## src/sv/rigid_pose_point_transform_top_defines.svh

```systemverilog
// assertion macros for the rigid pose point transform rtl, used by rpt_pipe
`ifndef RIGID_POSE_POINT_TRANSFORM_TOP_DEFINES_SVH
`define RIGID_POSE_POINT_TRANSFORM_TOP_DEFINES_SVH

// consequent checked in the same cycle as the antecedent
`define RPT_ASSERT_NOW(label, clk, rst, ante, cons, msg) \
   label: assert property (@(posedge clk) disable iff (rst) (ante) |-> (cons)) \
      else $error(msg);

// consequent checked in the cycle after the antecedent
`define RPT_ASSERT_NEXT(label, clk, rst, ante, cons, msg) \
   label: assert property (@(posedge clk) disable iff (rst) (ante) |=> (cons)) \
      else $error(msg);

`endif

```

## src/sv/rpt_pkg.sv

```systemverilog
// shared types and constants of the rigid pose point transform
`default_nettype none

package rpt_pkg;

   // fixed field widths
   localparam int COORD_BITS     = 24;
   localparam int ROT_BITS       = 16;
   localparam int ROT_W_BITS     = 32;
   localparam int QUAT_FRAC_BITS = 14;

   // register port
   localparam int DATA_BITS    = 32;
   localparam int ADDR_BITS    = 5;
   localparam int REG_IDX_BITS = 3;

   // vector lanes and the other two axes used by each cross product lane
   localparam int AXES = 3;

   // register map, one word per register
   typedef enum logic [REG_IDX_BITS-1:0] {
      REG_SHIFT_X = 3'd0,
      REG_SHIFT_Y = 3'd1,
      REG_SHIFT_Z = 3'd2,
      REG_ROT_W   = 3'd3,
      REG_ROT_X   = 3'd4,
      REG_ROT_Y   = 3'd5,
      REG_ROT_Z   = 3'd6
   } rpt_reg_type;

   // input point beat
   typedef struct packed {
      logic signed [COORD_BITS-1:0] point_x;
      logic signed [COORD_BITS-1:0] point_y;
      logic signed [COORD_BITS-1:0] point_z;
   } rpt_point_type;

   // result beat
   typedef struct packed {
      logic signed [COORD_BITS-1:0] moved_x;
      logic signed [COORD_BITS-1:0] moved_y;
      logic signed [COORD_BITS-1:0] moved_z;
      logic                         clipped;
   } rpt_moved_type;

   // pose seen by the datapath; rot_w is sign extended to full width
   typedef struct packed {
      logic signed [COORD_BITS-1:0] shift_x;
      logic signed [COORD_BITS-1:0] shift_y;
      logic signed [COORD_BITS-1:0] shift_z;
      logic signed [ROT_W_BITS-1:0] rot_w;
      logic signed [ROT_BITS-1:0]   rot_x;
      logic signed [ROT_BITS-1:0]   rot_y;
      logic signed [ROT_BITS-1:0]   rot_z;
   } rpt_cfg_type;

endpackage

`default_nettype wire

```

## src/sv/rpt_csr.sv

```systemverilog
// pose register file behind the apb-style port
`default_nettype none

module rpt_csr #(
   parameter int QUAT_FRAC_BITS = rpt_pkg::QUAT_FRAC_BITS
) (
   input  wire logic                              clock,
   input  wire logic                              reset,
   input  wire logic                              psel,
   input  wire logic                              penable,
   input  wire logic                              pwrite,
   input  wire logic [rpt_pkg::ADDR_BITS-1:0]     paddr,
   input  wire logic [rpt_pkg::DATA_BITS-1:0]     pwdata,
   output      logic [rpt_pkg::DATA_BITS-1:0]     prdata,
   output      logic                              pready,
   output      rpt_pkg::rpt_cfg_type              cfg
);

   localparam int CB = rpt_pkg::COORD_BITS;
   localparam int RB = rpt_pkg::ROT_BITS;
   localparam int DB = rpt_pkg::DATA_BITS;
   // rot_w must also hold its reset value of one
   localparam int RW = (QUAT_FRAC_BITS + 2 > RB) ? QUAT_FRAC_BITS + 2 : RB;
   localparam logic [RW-1:0] ROT_W_ONE = RW'(1) << QUAT_FRAC_BITS;

   logic signed [CB-1:0] shift_x_ff, shift_y_ff, shift_z_ff;
   logic signed [CB-1:0] shift_x_in, shift_y_in, shift_z_in;
   logic signed [RW-1:0] rot_w_ff, rot_w_in;
   logic signed [RB-1:0] rot_x_ff, rot_y_ff, rot_z_ff;
   logic signed [RB-1:0] rot_x_in, rot_y_in, rot_z_in;

   logic                 wr_en;
   rpt_pkg::rpt_reg_type reg_idx;

   assign pready  = 1'b1;
   assign wr_en   = psel && penable && pwrite;
   assign reg_idx = rpt_pkg::rpt_reg_type'(paddr[rpt_pkg::ADDR_BITS-1:2]);

   // write decode
   always_comb begin
      shift_x_in = shift_x_ff;
      shift_y_in = shift_y_ff;
      shift_z_in = shift_z_ff;
      rot_w_in   = rot_w_ff;
      rot_x_in   = rot_x_ff;
      rot_y_in   = rot_y_ff;
      rot_z_in   = rot_z_ff;
      if (wr_en) begin
         unique case (reg_idx)
            rpt_pkg::REG_SHIFT_X: shift_x_in = pwdata[CB-1:0];
            rpt_pkg::REG_SHIFT_Y: shift_y_in = pwdata[CB-1:0];
            rpt_pkg::REG_SHIFT_Z: shift_z_in = pwdata[CB-1:0];
            rpt_pkg::REG_ROT_W:   rot_w_in   = RW'($signed(pwdata[RB-1:0]));
            rpt_pkg::REG_ROT_X:   rot_x_in   = pwdata[RB-1:0];
            rpt_pkg::REG_ROT_Y:   rot_y_in   = pwdata[RB-1:0];
            rpt_pkg::REG_ROT_Z:   rot_z_in   = pwdata[RB-1:0];
            default: ;
         endcase
      end
   end

   // pose registers
   always_ff @(posedge clock) begin
      if (reset) begin
         shift_x_ff <= '0;
         shift_y_ff <= '0;
         shift_z_ff <= '0;
         rot_w_ff   <= ROT_W_ONE;
         rot_x_ff   <= '0;
         rot_y_ff   <= '0;
         rot_z_ff   <= '0;
      end else begin
         shift_x_ff <= shift_x_in;
         shift_y_ff <= shift_y_in;
         shift_z_ff <= shift_z_in;
         rot_w_ff   <= rot_w_in;
         rot_x_ff   <= rot_x_in;
         rot_y_ff   <= rot_y_in;
         rot_z_ff   <= rot_z_in;
      end
   end

   // read mux, values sign extended to the bus
   always_comb begin
      unique case (reg_idx)
         rpt_pkg::REG_SHIFT_X: prdata = DB'(shift_x_ff);
         rpt_pkg::REG_SHIFT_Y: prdata = DB'(shift_y_ff);
         rpt_pkg::REG_SHIFT_Z: prdata = DB'(shift_z_ff);
         rpt_pkg::REG_ROT_W:   prdata = DB'(rot_w_ff);
         rpt_pkg::REG_ROT_X:   prdata = DB'(rot_x_ff);
         rpt_pkg::REG_ROT_Y:   prdata = DB'(rot_y_ff);
         rpt_pkg::REG_ROT_Z:   prdata = DB'(rot_z_ff);
         default:              prdata = '0;
      endcase
   end

   // pose out to the datapath
   always_comb begin
      cfg.shift_x = shift_x_ff;
      cfg.shift_y = shift_y_ff;
      cfg.shift_z = shift_z_ff;
      cfg.rot_w   = rpt_pkg::ROT_W_BITS'(rot_w_ff);
      cfg.rot_x   = rot_x_ff;
      cfg.rot_y   = rot_y_ff;
      cfg.rot_z   = rot_z_ff;
   end

endmodule

`default_nettype wire

```

## config.mk

```make
export PLATFORM = sky130hd
export DESIGN_NAME = rpt_csr
export DESIGN_NICKNAME = d
export VERILOG_FILES = /design/src/sv/rigid_pose_point_transform_top_defines.svh /design/src/sv/rpt_pkg.sv /design/src/sv/rpt_csr.sv
export SDC_FILE = /design/constraint.sdc
export NUM_CORES = 1
export LEC_CHECK = 0
export BUFFER_PORTS_ARGS = -buffer_cell sky130_fd_sc_hd__clkbuf_2
export CORE_MARGIN = 2
export CORE_UTILIZATION = 30
export CTS_BUF_LIST = sky130_fd_sc_hd__clkbuf_8
export DETAILED_ROUTE_END_ITERATION = 16
export PLACE_DENSITY = 0.53
export SYNTH_ARGS = -nofsm -noshare
export SYNTH_HDL_FRONTEND = slang
export SYNTH_SLANG_ARGS = --single-unit
export TNS_END_PERCENT = 30
```

## constraint.sdc

```tcl
create_clock -name clock -period 5.75 [get_ports clock]
set_clock_uncertainty 0.05 [all_clocks]
set_input_delay 1.15 -clock clock [delete_from_list [all_inputs] [get_ports clock]]
set_output_delay 1.15 -clock clock [all_outputs]
set_load 0.01 [all_outputs]
```

=== Word-level counts from Yosys, hierarchy flattened ===
Index checks and enable logic that the tools add are counted.

* Register bits: 136
* Output and inout bits: 185

* Eq/ne operators: 6
* Mux-type cells: 1
* Reduce and logical (&&, ||, !) cells: 10

{| class="wikitable"
|+ Operators with widths
! operator !! number
|-
| 32-bit case mux with 7 select lines || 1
|-
| 2-bit AND reduction || 7
|-
| 3-bit equality test (second input constant) || 3
|-
| 3-bit by 2-bit equality test with 1-bit output (second input constant) || 2
|-
| 3-bit by 1-bit equality test with 1-bit output (second input constant) || 1
|-
| 3-bit logical NOT || 1
|-
| 1-bit logical AND || 2
|}

=== Depth between registers and ports, before layout ===
* Depth after elaboration: 3
* Gate-level depth with buffers: 7
* Mapped depth without buffers: 3

=== Least setup slack after synthesis ===
Ideal clock, no wire load.

* Kind: input-to-output
* Start point: input paddr[2] (netlist name)
* End point: output prdata[24] (netlist name)
* Arrival: 2.706 ns
* Setup slack: 1.844 ns
* Stages: 6
* Cell sequence: buf_4 buf_2 or2_2 clkbuf_1 o221ai_1 buf_4

* Longest elaborated chain between the ends: 2

{| class="wikitable"
|+ RTL lines
! element !! line !! source
|-
| start: declaration || rpt_csr.sv:12 || <nowiki>input wire logic [rpt_pkg::ADDR_BITS-1:0] paddr,</nowiki>
|-
| 3-bit equality test (tied with other cells) || rpt_csr.sv:85 || <nowiki>unique case (reg_idx)</nowiki>
|-
| 32-bit case mux with 7 select lines * || rpt_csr.sv:85 ||
|-
| end: declaration || rpt_csr.sv:14 || <nowiki>output logic [rpt_pkg::DATA_BITS-1:0] prdata,</nowiki>
|}

Every way passes the cells marked *; elsewhere a longest branch is shown, timed or not.

=== Worst setup path in the final report ===
* Start point: input paddr[3] (netlist name)
* End point: output prdata[25] (netlist name)

Same word-level chain as after synthesis.

==> summary.txt <==
Status: finished, final reports clean
Sequential power share: 0.503
Minimum clock period: 4.30 ns
Adder-cell share of the synthesized area: 0
Root buffer cell: clkbuf_8
Final Cell Area: 8210 um^2
Drt drc: 0
Routed via count: 5361
Die height: 155 um
Largest net degree at the start of global routing: 89
IR drop worst, VDD: 0.109 mV
Die area: 24000 um^2
Measured slew at the worst slew-check pin: 1.01 ns
RSZ-0062 raised after global routing: no
WP data arrival: 3.10 ns
Gr ovfl total: 0
Worst reg-to-reg path cell count: 2
Sw power: 0.483 mW
Diode count: 0
Synthesized area: 6820 um^2
Synth cell types: 34
Tcrit/Tclk final: 0.747
Worst min-delay path class: reg -> reg
Internal: 1.41 mW
Initial Utilization: 0.303
Met3 WL post-DR: 1.15 mm
Mean Syn Cell Area: 10.2 um^2
Cells after Synth: 666
Routability cong.: 0.764
H-tree Lvls: 4
Final-report hold violation count: 0
Clock Sinks: 136
Yosys reg bits: 136
CTS resizes: 0
Largest family of logic cells by synthesized area: multiplexers
Layout area overhead: 20.4%
Worst Setup End Kind: primary output
Seq/Total Area, Yosys: 0.399
WL/cell: 18.8 um
Cell Rows: 55
Combinational power share: 0.089
Switching Share: 0.255
Core Region: 22500 um^2
CP Class: in -> out
Reg2reg start: rot_w_ff[15]$_SDFFE_PP0P_
DRT met1 WL: 9.86 mm
Io pins: 227
Ys Warns: 0
Fraction of registers with async set/reset: 0
CP required: 4.55 ns
Synth Flop Type: dfxtp_1
Multiplexer share of the synthesized area: 0.261
Xor/xnor share of the synthesized area: 0
DP HPWL: 14.6 mm
Count leader, synth: mux2i_1
Synth Area in Compound Gates: 0.0792
Simple-gate share of the synthesized area: 0.175
Slew HR: 0.322
Clock slew at reported path FFs: 0.08 ns
Post-synth top cells: mux2i_1, nand2b_1, dfxtp_1, buf_4, clkbuf_1
R2R Setup Slk: 4.71 ns
Post-synth top area share: 0.399
LEAKAGE: 4.03 nW
Worst setup endpoint: prdata[25]
Initial antenna violation count: 0
Post-CTS Hold Fix Bufs: 0
Post-route ant nets: 0
Achievable Freq: 0.233 GHz
Startpoint Class: input pin
Vias per cell: 4.74
Total track usage: 0.177
Max layer used: met4
IO Port Bufs: 215
Fin nets: 876
Final setup viols: 0
CTS tree: yes
Power density cells: 231 nW/um^2
Die Wd: 155 um
Detailed Route Iter0 Violations: 251
Largest fanout on the critical path: 32
Routed wl met2: 10.1 mm
Vias in the first global route: 5171
WL final: 21.2 mm
Post-CTS Setup Bufs: 0
First-pass GRT wire length: 32.1 mm
Largest cells by area after synthesis: dfxtp_1, mux2i_1, nand2b_1
Final TNS setup: 0 ns
Pre-CTS setup slack: 1.43 ns
Worst setup margin: 1.45 ns
Syn_nets: 708
Fraction of layout cells with a size suffix above 1: 0.335
Clock buffer count from CTS: 17
Post-synth EDFFs: 0
Max-slew violation count: 0
DP Area: 7840 um^2
Critical path launch point: paddr[3]
Worst-case clock buffer depth: 2
Area leader, netlist: dfxtp_1
Pre-antenna DRT Iters: 4
Worst flop-to-flop path endpoint: rot_w_ff[15]$_SDFFE_PP0P_
Finished Core Util: 0.365
Power share of the clock group: 0.408
Clock Latency Late Sink: 0.45 ns
Max-Cap Viols: 0
-- state kept, by name (all words and copies together) (netlist names) --
register    flops
rot_w_ff       16
shift_x_ff     24
rot_y_ff       16
shift_z_ff     24
rot_x_ff       16
rot_z_ff       16
shift_y_ff     24
-- worst min-delay path by stage --
| stage | start | end | slack [ns] | cells after the start |
|---|---|---|---|---|
| 6_report | shift_x_ff[3]$_SDFFE_PP0P_ | shift_x_ff[3]$_SDFFE_PP0P_ | 0.44 | 2 |
| 5_1_grt | shift_y_ff[15]$_SDFFE_PP0P_ | shift_y_ff[15]$_SDFFE_PP0P_ | 0.46 | 2 |
| 4_1_cts | shift_x_ff[3]$_SDFFE_PP0P_ | shift_x_ff[3]$_SDFFE_PP0P_ | 0.44 | 2 |
| 3_5_place_dp | shift_x_ff[3]$_SDFFE_PP0P_ | shift_x_ff[3]$_SDFFE_PP0P_ | 0.43 | 2 |
| 3_3_place_gp | shift_x_ff[0]$_SDFFE_PP0P_ | shift_x_ff[0]$_SDFFE_PP0P_ | 0.43 | 2 |
| 2_1_floorplan | shift_y_ff[13]$_SDFFE_PP0P_ | shift_y_ff[13]$_SDFFE_PP0P_ | 0.45 | 2 |
-- per-layer routing --
layer	track usage	vias to the layer above
met3	0.0485	9
met1	0.233	2573
met4	0.0437	0
met5	0	-
met2	0.290	151
li1	-	2628
-- power by group through the flow --
stage | Combinational [mW] | Sequential, mW | Clock, mW
final | 0.169 | 0.954 | 0.773
after global routing | 0.182 | 0.955 | 0.839
after CTS | 0.171 | 0.954 | 0.800
after detailed placement | 0.171 | 0.976 | 0
after global placement | 0.171 | 0.976 | 0
after floorplan | 0.111 | 0.978 | 0
-- cell families after synthesis --
group	Yosys count
AO/OA/AOI/OAI	70
AND/OR/NAND/NOR	191
flip-flops	136
buffers and inverters	93
multiplexers	175
other	1
-- critical path, stage by stage --
cell and delay (ns):
buf_4 0.44, buf_4 0.41, nand2b_1 0.46, o221ai_1 0.37, clkbuf_2 0.24
-- per-stage QoR --
| step | hold slack, ns | power, mW | instances |
|---|---|---|---|
| 3_3_place_gp | 0.427 | 1.15 | 1100 |
| 2_1_floorplan | 0.451 | 1.09 | 666 |
| 5_1_grt | 0.463 | 1.98 | 1131 |
| 6_report | 0.439 | 1.90 | 1131 |
| 3_5_place_dp | 0.431 | 1.15 | 1100 |
| 4_1_cts | 0.443 | 1.93 | 1131 |
-- final cells by class --
class | instances | area (um^2)
fillers | 2346 | 14300
multi-input cells | 437 | 3530
flip-flops and latches | 136 | 2720
well taps | 285 | 357
inverters | 14 | 52.6
clock buffers | 19 | 262
repair buffers | 228 | 1180
clock inverters | 12 | 113
-- placed cells by master (no fill, tap or decap), drive strengths merged, types with 9 or more instances in the layout --
| master | netlist | layout |
|---|---|---|
| clkbuf | 25 | 232 |
| mux2i | 170 | 170 |
| nand2b | 154 | 154 |
| dfxtp | 136 | 136 |
| inv | 14 | 18 |
| nand3 | 17 | 17 |
| o21ai | 16 | 16 |
| a21oi | 16 | 16 |
| buf | 54 | 15 |
| a221oi | 14 | 14 |
| o221a | 13 | 13 |
| o221ai | 9 | 9 |
Note: power is estimated with default switching activity, not from simulation.
